$ cat src/hdl/utt_pkg.sv
`default_nettype none
package utt_pkg;

  localparam int unsigned UTT_FIFO_DEPTH = 4;

  localparam logic [15:0] UTT_CR        = 16'd13;
  localparam logic [5:0]  UTT_HIGH_TAG  = 6'b110110;
  localparam logic [5:0]  UTT_LOW_TAG   = 6'b110111;
  localparam logic [20:0] UTT_SUPP_BASE = 21'h10000;
  localparam logic [15:0] UTT_TWO_MIN   = 16'h0080;
  localparam logic [15:0] UTT_THREE_MIN = 16'h0800;

  typedef struct packed {
    logic [15:0] code_unit;
    logic        final_unit;
  } utt_in_t;

  typedef struct packed {
    logic [7:0] out_byte;
    logic       last_of_run;
    logic       malformed;
  } utt_out_t;

  typedef enum logic [2:0] {
    KIND_ERR,
    KIND_ONE,
    KIND_TWO,
    KIND_THREE,
    KIND_FOUR
  } utt_kind_t;

  typedef struct packed {
    utt_kind_t   kind;
    logic [20:0] scalar;
  } utt_job_t;

  typedef struct packed {
    logic job_valid;
    logic pending;
  } utt_front_stat_t;

  // byte idx of the utf-8 sequence a job stands for
  function automatic utt_out_t utt_byte(input utt_job_t job, input logic [1:0] idx);
    utt_out_t r;
    r = '{out_byte: 8'd0, last_of_run: 1'b0, malformed: 1'b0};
    unique case (job.kind)
      KIND_ERR: begin
        r.last_of_run = 1'b1;
        r.malformed   = 1'b1;
      end
      KIND_ONE: begin
        r.out_byte    = {1'b0, job.scalar[6:0]};
        r.last_of_run = 1'b1;
      end
      KIND_TWO: begin
        if (idx == 2'd0) begin
          r.out_byte = {3'b110, job.scalar[10:6]};
        end else begin
          r.out_byte    = {2'b10, job.scalar[5:0]};
          r.last_of_run = 1'b1;
        end
      end
      KIND_THREE: begin
        unique case (idx)
          2'd0:    r.out_byte = {4'b1110, job.scalar[15:12]};
          2'd1:    r.out_byte = {2'b10, job.scalar[11:6]};
          default: begin
            r.out_byte    = {2'b10, job.scalar[5:0]};
            r.last_of_run = 1'b1;
          end
        endcase
      end
      default: begin
        unique case (idx)
          2'd0: r.out_byte = {5'b11110, job.scalar[20:18]};
          2'd1: r.out_byte = {2'b10, job.scalar[17:12]};
          2'd2: r.out_byte = {2'b10, job.scalar[11:6]};
          default: begin
            r.out_byte    = {2'b10, job.scalar[5:0]};
            r.last_of_run = 1'b1;
          end
        endcase
      end
    endcase
    return r;
  endfunction

endpackage
`default_nettype wire

$ cat src/hdl/utt_front.sv
`default_nettype none
module utt_front import utt_pkg::*; (
  input  wire logic            clk,
  input  wire logic            rst,
  input  wire logic            accept,
  input  wire utt_in_t         item,
  output utt_front_stat_t      stat,
  output utt_job_t             job
);

  logic       pending, pending_next;
  logic [9:0] high_bits, high_bits_next;
  logic       job_valid;
  logic [15:0] c;

  assign c = item.code_unit;

  always_comb begin
    job_valid      = 1'b0;
    job            = '{kind: KIND_ERR, scalar: {5'd0, c}};
    pending_next   = pending;
    high_bits_next = high_bits;
    if (pending) begin
      pending_next   = 1'b0;
      high_bits_next = 10'd0;
      job_valid      = 1'b1;
      if (c[15:10] == UTT_LOW_TAG) begin
        job.kind   = KIND_FOUR;
        job.scalar = UTT_SUPP_BASE + {1'b0, high_bits, c[9:0]};
      end
    end else if (c == UTT_CR) begin
      job_valid = 1'b0;
    end else if (c[15:10] == UTT_HIGH_TAG) begin
      if (item.final_unit) begin
        job_valid = 1'b1;
      end else begin
        pending_next   = 1'b1;
        high_bits_next = c[9:0];
      end
    end else if (c[15:10] == UTT_LOW_TAG || c == 16'd0) begin
      job_valid = 1'b1;
    end else begin
      job_valid = 1'b1;
      if (c < UTT_TWO_MIN) begin
        job.kind = KIND_ONE;
      end else if (c < UTT_THREE_MIN) begin
        job.kind = KIND_TWO;
      end else begin
        job.kind = KIND_THREE;
      end
    end
  end

  always_ff @(posedge clk) begin
    if (rst) begin
      pending   <= 1'b0;
      high_bits <= 10'd0;
    end else if (accept) begin
      pending   <= pending_next;
      high_bits <= high_bits_next;
    end
  end

  assign stat.job_valid = accept && job_valid;
  assign stat.pending   = pending;

endmodule
`default_nettype wire

$ cat src/hdl/utt_fifo.sv
`default_nettype none
module utt_fifo import utt_pkg::*; #(
  parameter int unsigned DEPTH = UTT_FIFO_DEPTH
) (
  input  wire logic     clk,
  input  wire logic     rst,
  input  wire logic     wr,
  input  wire utt_job_t wr_job,
  input  wire logic     rd,
  output utt_job_t      head,
  output logic          full,
  output logic          empty
);

  localparam int unsigned AW = (DEPTH > 1) ? $clog2(DEPTH) : 1;
  localparam int unsigned CW = $clog2(DEPTH + 1);

  utt_job_t        mem [DEPTH];
  logic [AW-1:0]   wr_ptr, rd_ptr;
  logic [CW-1:0]   count;
  logic            do_wr, do_rd;

  assign full  = (count == CW'(DEPTH));
  assign empty = (count == '0);
  assign do_wr = wr && !full;
  assign do_rd = rd && !empty;
  assign head  = mem[rd_ptr];

  always_ff @(posedge clk) begin
    if (do_wr) begin
      mem[wr_ptr] <= wr_job;
    end
  end

  always_ff @(posedge clk) begin
    if (rst) begin
      wr_ptr <= '0;
      rd_ptr <= '0;
      count  <= '0;
    end else begin
      if (do_wr) begin
        wr_ptr <= (wr_ptr == AW'(DEPTH - 1)) ? '0 : wr_ptr + 1'b1;
      end
      if (do_rd) begin
        rd_ptr <= (rd_ptr == AW'(DEPTH - 1)) ? '0 : rd_ptr + 1'b1;
      end
      if (do_wr && !do_rd) begin
        count <= count + 1'b1;
      end else if (do_rd && !do_wr) begin
        count <= count - 1'b1;
      end
    end
  end

endmodule
`default_nettype wire

$ cat src/hdl/utt_back.sv
`default_nettype none
module utt_back import utt_pkg::*; (
  input  wire logic     clk,
  input  wire logic     rst,
  input  wire utt_job_t head,
  input  wire logic     job_empty,
  output logic          job_pop,
  output logic          empty,
  input  wire logic     pop,
  output utt_out_t      result
);

  logic       res_valid;
  logic [1:0] idx;
  logic       load;
  utt_out_t   next_word;

  assign next_word = utt_byte(head, idx);
  // output slot frees up when it is empty or being taken this cycle
  assign load    = !job_empty && (!res_valid || pop);
  assign job_pop = load && next_word.last_of_run;
  assign empty   = !res_valid;

  always_ff @(posedge clk) begin
    if (load) begin
      result <= next_word;
    end
  end

  always_ff @(posedge clk) begin
    if (rst) begin
      res_valid <= 1'b0;
      idx       <= 2'd0;
    end else begin
      if (load) begin
        res_valid <= 1'b1;
        idx       <= next_word.last_of_run ? 2'd0 : idx + 2'd1;
      end else if (pop) begin
        res_valid <= 1'b0;
      end
    end
  end

endmodule
`default_nettype wire

$ cat src/hdl/utf16_to_utf8_transcoder.sv
`default_nettype none
// utf-16 to utf-8 transcoder. each accepted word is one utf-16 code unit; the
// front end classifies it in the cycle it is taken, keeps a held high surrogate,
// and queues one job per unit that yields output. the back end turns a job into
// 1 to 4 utf-8 bytes at one byte per cycle, while the receiver pops, through a
// registered output word, so a unit uses output bandwidth by its encoded length;
// carriage returns and held high surrogates are accepted and yield nothing.
// errors (lone low surrogate, broken pair, high surrogate on the final unit, zero
// unit) yield one word with malformed set, out_byte zero and last_of_run set.
// full rises only when the job queue of FIFO_DEPTH entries is full.
module utf16_to_utf8_transcoder import utt_pkg::*; #(
  parameter int unsigned FIFO_DEPTH = UTT_FIFO_DEPTH
) (
  input  wire logic    clk,
  input  wire logic    rst,
  input  wire logic    push,
  output logic         full,
  input  wire utt_in_t item,
  output logic         empty,
  input  wire logic    pop,
  output utt_out_t     result
);

  utt_front_stat_t fstat;
  utt_job_t        fjob, head;
  logic            accept, job_empty, job_pop;

  assign accept = push && !full;

  utt_front u_front (
    .clk    (clk),
    .rst    (rst),
    .accept (accept),
    .item   (item),
    .stat   (fstat),
    .job    (fjob)
  );

  utt_fifo #(.DEPTH(FIFO_DEPTH)) u_fifo (
    .clk    (clk),
    .rst    (rst),
    .wr     (fstat.job_valid),
    .wr_job (fjob),
    .rd     (job_pop),
    .head   (head),
    .full   (full),
    .empty  (job_empty)
  );

  utt_back u_back (
    .clk       (clk),
    .rst       (rst),
    .head      (head),
    .job_empty (job_empty),
    .job_pop   (job_pop),
    .empty     (empty),
    .pop       (pop),
    .result    (result)
  );

`ifndef ASSERT_OFF
  a_err_word: assert property (@(posedge clk) disable iff (rst)
    (!empty && result.malformed) |-> (result.last_of_run && result.out_byte == 8'd0))
    else $error("error word carries data or is not last");

  a_hold_high: assert property (@(posedge clk) disable iff (rst)
    (accept && !fstat.pending && item.code_unit[15:10] == UTT_HIGH_TAG && !item.final_unit)
    |=> fstat.pending)
    else $error("high surrogate not held");

  a_pair_clears: assert property (@(posedge clk) disable iff (rst)
    (accept && fstat.pending) |-> (fstat.job_valid ##1 !fstat.pending))
    else $error("held surrogate not resolved by next unit");

  a_no_job_held: assert property (@(posedge clk) disable iff (rst)
    (accept && !fstat.pending && item.code_unit[15:10] == UTT_HIGH_TAG && !item.final_unit)
    |-> !fstat.job_valid)
    else $error("job queued for a held high surrogate");
`endif

endmodule
`default_nettype wire

$ cat config.mk
export PLATFORM = sky130hd
export DESIGN_NAME = utf16_to_utf8_transcoder
export DESIGN_NICKNAME = d
export VERILOG_FILES = /design/src/hdl/utt_pkg.sv /design/src/hdl/utt_front.sv /design/src/hdl/utt_fifo.sv /design/src/hdl/utt_back.sv /design/src/hdl/utf16_to_utf8_transcoder.sv
export SDC_FILE = /design/constraint.sdc
export NUM_CORES = 1
export LEC_CHECK = 0
export BUFFER_PORTS_ARGS = -buffer_cell sky130_fd_sc_hd__buf_2
export CAP_MARGIN = 20
export CORE_ASPECT_RATIO = 0.7
export CORE_UTILIZATION = 39
export CTS_BUF_LIST = sky130_fd_sc_hd__clkbuf_8
export DETAILED_ROUTE_END_ITERATION = 8
export GPL_ROUTABILITY_DRIVEN = 0
export GPL_TIMING_DRIVEN = 0
export PLACE_DENSITY = 0.61
export SETUP_SLACK_MARGIN = 0.1
export SLEW_MARGIN = 5
export SYNTH_ARGS = -nofsm -noshare
export SYNTH_HDL_FRONTEND = slang
export SYNTH_SLANG_ARGS = --single-unit
$ cat constraint.sdc
create_clock -name clk -period 6.8 [get_ports clk]
set_clock_uncertainty 0.1 [all_clocks]
set_input_delay 0 -clock clk [delete_from_list [all_inputs] [get_ports clk]]
set_output_delay 0 -clock clk [all_outputs]
set_load 0.005 [all_outputs]
==> impl.org, run 1 <==
** Worst setup path
- Worst-path maximum fanout :: 10
- In this design, the stage delay of the slowest critical-path cell is 410 ps.
- Worst setup path class :: flop to flop
- Register-to-register path setup slack :: 3570 ps
- Cell with the biggest individual delay on the critical path :: clkbuf_1
- Critical path endpoint category :: flop
- The worst setup path is launched from a flop.
- Counting stages on the worst path, the most repeated cell is inv_1.
- The startpoint identified for the worst register-to-register timing path is u_back.idx[0].
- Worst path bufs/invs :: 4
- At the worst endpoint, the required time is 7060 ps.
- For the worst flop-to-flop path, the logic depth is 12.
- Endpoint of the most critical register-to-register path :: u_fifo.count[2]
- Ordered cell list for the critical path :: inv_1 -> ha_1 -> clkbuf_1 -> inv_1 -> o221a_2 -> o221ai_4 -> ha_1 -> inv_1 -> fa_1 -> xor2_1 -> or3_1 -> a21oi_1
- STA puts the critical path data arrival time at 3490 ps.
- The kind of cell with the highest combined delay along the critical path is adder cells.

** Routing
- Once detail routing completed, the nets flagged for antenna violations numbered 0.
- Wires add up to 13,000 um.
- Avg WL per Cell :: 19.3 um
- In this run, the number of DRC markers left after iteration 0 of detailed routing was 306.
- The first detailed-routing pass ran for 4 iterations.
- # DRC :: 0
- Across all layers, the routed design uses 3,543 vias.
- In the routed layout, each cell is associated on average with a via count of 5.26.

** Yosys
- Most frequent cell after synthesis :: edfxtp_1
- Post-Syn Nets :: 431
- In this run, synthesis inferred 106 flip-flops with an integrated enable.
- Sequential-to-total area share from yosys stat :: 63.4%
- Sorting the synthesized cells by area gives the leading types as edfxtp_1 (55%), dfxtp_1 (8.0%), mux2i_1 (7.0%), mux4_2 (4.3%), ha_1 (2.6%).
- Counting flops with an async set or reset pin after synthesis yields a share of 0%.
- For this run, the leading register cell type out of synthesis is edfxtp_1.
- Count of mapped cells out of synthesis :: 397
- Yosys reg bits :: 129
- Yosys cell types :: 57
- Post-Syn Area per Cell :: 14.5 um^2
- After synthesis the cells add up to 5740 um^2.
- Proportion of netlist area held by the largest area contributor :: 55.4%
- The commonest cells after synthesis are edfxtp_1 (106), mux2i_1 (40), dfxtp_1 (23), nor2_1 (21), nand2_1 (19).
- Count of synthesis-stage warnings from yosys :: 0
- Area leader, netlist :: edfxtp_1

** Finish
- After the last flow step, the layout net total stands at 505.
- Antenna Diode Count :: 0
- The layout has 1,237 filler cells.
- The post-route netlist has 21.5% of its cells at a drive strength greater than 1.
- Post-route non-filler standard cell count :: 674
- Area grow syn2layout :: 18.1%

** STA
- Final period utilization :: 47.5%
- The worst path needs 3230 ps of the cycle, external delays included.
- Number of endpoints failing setup at the final stage :: 0
- Unrepaired setup endpoints after global routing :: no
- The number of hold-slack violations in the final timing report was 0.
- Slew at the pin closest to its max-slew limit :: 1110 ps
- Fin Hold WS :: 242 ps
- Count of final max-slew check failures :: 0
- Setup TNS Final :: 0 ps
- For this run, the top clock speed supported by timing is 309 MHz.
- The worst pin sits at a relative slew slack of 25.1%.

** Placed design
- DP HPWL :: 9090 um
- Buffers placed on the I/O ports in this run total 32.
- Once placement completed, the tool counted placed cells totaling 621.

** Floorplanning
- The initial utilization of the core area, before any placement, comes to 40.6%.
- Core area :: 14,100 um^2
- Die ar. :: 15,200 um^2
- Die H :: 104 um
- Die W :: 147 um
- Top-level I/O count :: 33
- After floorplanning, the core was divided into 36 placement rows.

** Outcome
- Run status :: finished, final reports clean

** Clocking
- Clock input transition at the sequential cells of the worst setup and hold paths :: 80 ps
- The clock tree synthesis step divided the H-tree into 4 levels.
- CTS Root Buffer Type :: clkbuf_8
- Counting along the longest clock path gives a buffer depth of 2.
- Clk sinks :: 129
- Buffers inserted during clock tree synthesis total 17.
- Clock latency on the worst-skew pair, taken at its later pin, is 430 ps.
- Clock tree from TritonCTS :: done

** Power and ir drop
- Leakage :: 0.00235 uW
- Design Power :: 2440 uW
- Power spread over the standard cell area amounts to 359 nW/um^2.
- Across the VDD grid, the largest voltage drop is 161 uV.

** Global routing
- Global-route wire length before repair :: 20,600 um
- Pin count of the biggest net entering global routing :: 25
- The via count of the first global-routing pass is 3,585.
- Total overflow reported by the global router :: 0
- Total global routing track utilization :: 18.7%
- The initial antenna violation count came to 0.

** Min path
- For hold timing, the worst endpoint is u_fifo.wr_ptr[0].
- The worst hold path belongs to the class primary input to flop.
- The worst hold path begins at rst.
- Worst hold stages :: 3

** Job
- Max-cap violations in this run came to 0.
worst min-delay path: cells and delay by family:
family | cells | cell delay (ps)
compound gates | 1 | 60
buf+inv | 2 | 660
worst max path at each step:
stage | start | to | cells past startpoint
after floorplan | u_back.idx[1] | u_fifo.count[2] | 11
after global placement | u_back.idx[0] | u_fifo.count[2] | 12
after detailed placement | u_back.idx[0] | u_fifo.count[2] | 12
after CTS | u_back.idx[0] | u_fifo.count[2] | 12
after global routing | u_back.idx[0] | u_fifo.count[2] | 12
final | u_back.idx[0] | u_fifo.count[2] | 12
metal layers:
metal	vias up	GRT usage, %	share of wire [%]
li1	1678	-	-
met1	1748	28.3	48
met2	106	26.1	43
met3	11	4.71	7.3
met4	0	5.89	1.0
met5	-	0	0
state kept, by name, summed over array words and instances, names as in the netlist, named ones only:
name / count
u_fifo.mem: 96
u_back.result: 10
u_front.high_bits: 10
u_fifo.count: 3
u_back.idx: 2
u_fifo.rd_ptr: 2
u_fifo.wr_ptr: 2
u_back.res_valid: 1
u_front.pending: 1
where the power goes:
part,switching [uW],internal [uW]
Sequential,39.7,994
Clock,291,361
Combinational,441,311
metrics by stage:
step / setup WS [ps] / util (%) / cell area [um^2]
3_5_place_dp: 3620 / 43.7 / 6170
2_1_floorplan: 4060 / - / 5740
4_1_cts: 3600 / 48.0 / 6790
6_report: 3570 / 48.0 / 6790
5_1_grt: 3430 / 48.0 / 6790
3_3_place_gp: 3670 / 43.4 / 6140
cell type report:
type | instances | area (um^2) | area share [%]
buffer | 15 | 105 | 1.55
clock buffer | 21 | 289 | 4.26
clock inverter | 11 | 113 | 1.66
inverter | 14 | 53.8 | 0.793
multi-input combinational | 239 | 1940 | 28.7
sequential | 129 | 3640 | 53.7
tap | 190 | 238 | 3.50
timing repair buffer | 55 | 400 | 5.90
cell usage in the layout, fill, tap and decap left out, types with 3 or more instances in the layout:
| cell type | instances |
|---|---|
| a21oi_1 | 15 |
| a32oi_1 | 3 |
| and2_1 | 3 |
| buf_2 | 35 |
| buf_4 | 4 |
| buf_6 | 4 |
| clkbuf_1 | 4 |
| clkbuf_8 | 21 |
| clkinv_2 | 5 |
| dfxtp_1 | 23 |
| dlygate4sd3_1 | 21 |
| edfxtp_1 | 106 |
| ha_1 | 12 |
| inv_1 | 15 |
| mux2i_1 | 40 |
| mux4_2 | 11 |
| nand2_1 | 19 |
| nand2b_1 | 13 |
| nand3_1 | 15 |
| nor2_1 | 21 |
| nor2b_1 | 6 |
| nor3_1 | 5 |
| nor3b_1 | 4 |
| nor4_1 | 5 |
| o21a_1 | 4 |
| o21ai_0 | 8 |
| o22ai_1 | 9 |
| or3_1 | 4 |
| xor2_1 | 3 |
cells by family (layout without fill, tap and decap cells):
| logic type | Yosys count | in the layout | synth area share (%) |
|---|---|---|---|
| mux | 52 | 52 | 11.5 |
| flops | 129 | 129 | 63.4 |
| compound gates | 63 | 63 | 8.47 |
| simple gates | 107 | 107 | 10.2 |
| xor+xnor | 4 | 4 | 0.610 |
| buf+inv | 29 | 116 | 2.77 |
| fa+ha+maj | 13 | 13 | 2.96 |
repair_timing:
| action | 4_1_cts | 5_1_grt |
|---|---|---|
| hold buffers | 21 | 0 |
| endpoints found under the hold margin | 79 | 0 |
| buffers inserted | 0 | 0 |
| resized for setup | 0 | 0 |
Note: power is estimated with default switching activity, not from simulation.
==> run 2: changes to the inputs <==
- ABC_AREA: not set -> 1
- clock period: 6.8 -> 3.13 ns (I/O delays scaled with it)
==> impl.org, run 2 <==
** Routing
- The via density per instance came to 5.03 (-4.2%).
- 1st-pass router iterations :: 5 (+1)
- Avg WL per Cell :: 16.3 um (-16%)
- Drt total wl :: 14,200 um (+8.7%)
- DR vias :: 4,379 (+24%)
- The final antenna-violating net count came to 0 (unchanged).
- The iteration-0 DRC count of the detailed router was 329 (+7.5%).
- # DRC :: 0 (unchanged)

** Placed design
- The placed wire-length estimate after detailed placement is 9750 um (+7.2%).
- The number of placed instances, taps included is 820 (+32%).
- The number of buffers inserted by port buffering was 32 (unchanged).

** Clocking
- Inserted Clock Buffers :: 17 (unchanged)
- Clock tree from TritonCTS :: done
- The clock sink count is 129 (unchanged).
- Number of levels the H-tree was split into :: 4 (unchanged)
- The clock-pin slew reported for the worst setup and hold paths after clock tree synthesis was 80 ps (about the same).
- The cell sitting at the root of the clock tree is a clkbuf_8.
- The largest buffer count on any clock path is 2 (unchanged).
- The insertion delay of the later-clocked pin in the worst-skew pair is 440 ps (about the same).

** Finish
- The layout net count is 696 (+38%).
- The area growth from synthesis to layout is 17.5%.
- The top cell types in the final layout, fill and taps aside, are nand2_1 (171), edfxtp_1 (106), nor2_1 (53).
- In the final layout, the registers with the most flip-flops are u_fifo.mem: 96 flops, u_back.result: 10 flops, u_front.high_bits: 10 flops.
- Most common library cell in the layout ignoring fill and taps :: nand2_1
- The final instance count without filler cells came to 870 (+29%).
- Ranked by flip-flop count, first place goes to u_fifo.mem.
- The flip-flop count of the largest register after layout came to 96 (unchanged).
- Fraction of layout cells with a size suffix above 1 :: 16.9% (-4.6 points)
- Final core utilization :: 47.1% (-0.84 points)
- The count of antenna diodes in the layout was 0 (unchanged).

** Power and ir drop
- Power share of the clock group :: 23.8% (-2.9 points)
- Leakage :: 0.00268 uW (+14%)
- The switching power summed over all nets is 2460 uW (+220%).
- Fraction of power consumed by sequential logic :: 36.9% (-5.5 points)
- Worst IR drop on VDD :: 343 uV (+110%)
- Combinational Power Share :: 39.3% (+8.4 points)
- The switching share of total power was 39.9% (+8.2 points).
- The power per cell area came to 890 nW/um^2 (+150%).
- The internal power consumption is 3710 uW (+120%).

** Yosys
- Most frequent cell after synthesis :: nand2_1
- Yosys cell types :: 37 (-35%)
- The post-synth net total is 627 (+45%).
- The number of flops mapped to enable cells by yosys came to 106 (unchanged).
- The synthesis-stage register bit count is 129 (unchanged).
- The commonest cells after synthesis are nand2_1 (172), edfxtp_1 (106), nor2_1 (57), nand3_1 (45), inv_1 (39).
- Leading post-synthesis cells by cell area :: edfxtp_1 (54%), nand2_1 (11%), dfxtp_1 (7.8%), nand3_1 (3.8%), nor2_1 (3.6%)
- The gate count after technology mapping came to 593 (+49%).
- The synthesis warning total is 0 (unchanged).
- The share of the yosys chip area belonging to registers came to 61.7% (-1.8 points).
- The share of flip-flops with an asynchronous set or reset after synthesis came to 0% (unchanged).
- The area share of the largest cell type after synthesis was 53.9% (-1.5 points).
- Commonest register cell after synthesis :: edfxtp_1
- The largest total area in the synthesized netlist belongs to edfxtp_1.
- Cell area after technology mapping :: 5910 um^2 (+2.9%)
- Post-Syn Area per Cell :: 9.96 um^2 (-31%)

** Worst setup path
- In this run the critical register-to-register path is captured at u_fifo.count[2].
- Biggest cell delay along the critical path :: 380 ps (-30 ps)
- The slowest stage of the critical path belongs to the cell fa_1.
- STA classifies the critical path startpoint as a flop.
- The endpoint required time on the critical path came to 3350 ps (-3710 ps).
- Critical path endpoint category :: flop
- Dominant delay contributor by cell family on the critical path :: buffers and inverters
- Worst path bufs/invs :: 4 (unchanged)
- Cell count of the worst reg-to-reg path :: 14 (+2)
- Worst-path maximum fanout :: 10 (unchanged)
- Register-to-register path setup slack :: 430 ps (-3140 ps)
- The critical path goes through clkbuf_4 -> inv_2 -> nand3_1 -> nand2_2 -> buf_6 -> nand3_4 -> nand3_4 -> ha_1 -> inv_1 -> fa_1 -> a21oi_1 -> o21ai_0 -> o21ai_0 -> a21oi_1.
- Worst setup path class :: flop to flop
- The worst endpoint data arrival time was 2920 ps (-570 ps).

** Global routing
- The via count of the first global-routing pass came to 4,143 (+16%).
- Pin count of the biggest net entering global routing :: 25 (unchanged)
- Total global routing track utilization :: 19.2% (+0.51 points)
- The sum of overflow across all layers after global routing was 0 (unchanged).
- Antenna violations before repair :: 0 (unchanged)
- Global-route wire length before repair :: 22,000 um (+6.5%)

** Min path
- The worst hold path belongs to the class primary input to flop.
- For hold timing, the worst endpoint is u_fifo.mem[2][23].
- The startpoint identified for the worst hold timing path is item[16].
- Worst hold stages :: 3 (unchanged)

** STA
- Setup TNS Final :: 0 ps (unchanged)
- The fraction of the cycle the final worst path needs was 86.2% (+39 points).
- The number of pins with negative max-slew slack in the final report came to 0 (unchanged).
- Max Clock Freq :: 370 MHz (+20%)
- The final count of negative-setup-slack endpoints came to 0 (unchanged).
- The worst max-slew margin expressed relative to the limit was 40.0% (+15 points).
- The transition time at the pin with the least slew margin is 891 ps (-223 ps).
- The final critical-path required period came to 2700 ps (-532 ps).
- Fin Hold WS :: 32.6 ps (-209 ps)
- Setup repair after global routing left no endpoint under its margin.
- Number of hold violations in the final report :: 0 (unchanged)

** Outcome
- Run status :: finished, final reports clean

** Floorplanning
- The initial cell density of the core is 40.1% (-0.48 points).
- Die ar. :: 15,700 um^2 (+2.8%)
- Die W :: 149 um (+1.4%)
- The number of top-level pins is 33 (unchanged).
- Core area :: 14,700 um^2 (+4.1%)
- The number of core rows was 37 (+2.8%).
- Die H :: 105 um (+1.4%)

** Job
- The max-capacitance violation count was 0 (unchanged).
run 2: per-layer routing:
layer | global-route usage (%) | share of wire (%)
met5 | 0 | 0
met4 | 6.78 | 1.1
met3 | 4.89 | 6.4
met2 | 27.6 | 43
met1 | 27.8 | 50
run 2: timing repair:
item	4_1_cts	5_1_grt
setup endpoints to repair	0	1
hold endpoints to repair	78	0
resized for setup	0	3
buffers inserted	0	0
hold buffers	17	0
run 2: through the flow:
step	instance area (um^2)	worst slack [ps]	power, uW
CTS	6920	292	6150
detailed placement	6340	306	4680
global placement	6310	-358	4610
floorplan	5910	776	3940
global route	6940	142	6560
finish	6940	431	6180
run 2: cell type report:
cell class	instances	area [um^2]
fill	1366	7780
buffer	21	139
clock buffer	17	234
clock inverter	15	173
multi-input combinational	399	2000
inverter	44	165
sequential	129	3640
tap	195	244
timing repair buffer	50	345
run 2: worst min-delay path, cell delays in order:
cell and delay [ps]:
buf_2 130, nand4_1 130, nor2_2 120
run 2: worst max-delay path by stage:
| stage | to | slack, ps | cells after the start |
|---|---|---|---|
| final | u_fifo.count[2] | 430 | 14 |
| after global routing | u_fifo.count[2] | 140 | 14 |
| after CTS | u_fifo.count[1] | 290 | 8 |
| after detailed placement | u_fifo.count[1] | 310 | 8 |
| after global placement | u_fifo.mem[0][14] | -360 | 6 |
| after floorplan | u_fifo.mem[0][0] | 780 | 6 |
run 2: cells by family after synthesis:
family                   after synthesis  share of synthesized area (%)
XOR/XNOR                               3                          0.445
buffers and inverters                 65                           5.10
AND/OR/NAND/NOR                      314                           23.4
adder cells (fa/ha/maj)               13                           2.88
flip-flops                           129                           61.7
AO/OA/AOI/OAI                         69                           6.48
run 2: power by group through the flow:
stage          Sequential (uW)  Combinational (uW)  Clock [uW]
3_5_place_dp              2320                2360           0
5_1_grt                   2300                2690        1570
2_1_floorplan             2310                1620           0
6_report                  2280                2430        1470
3_3_place_gp              2320                2290           0
4_1_cts                   2280                2380        1490
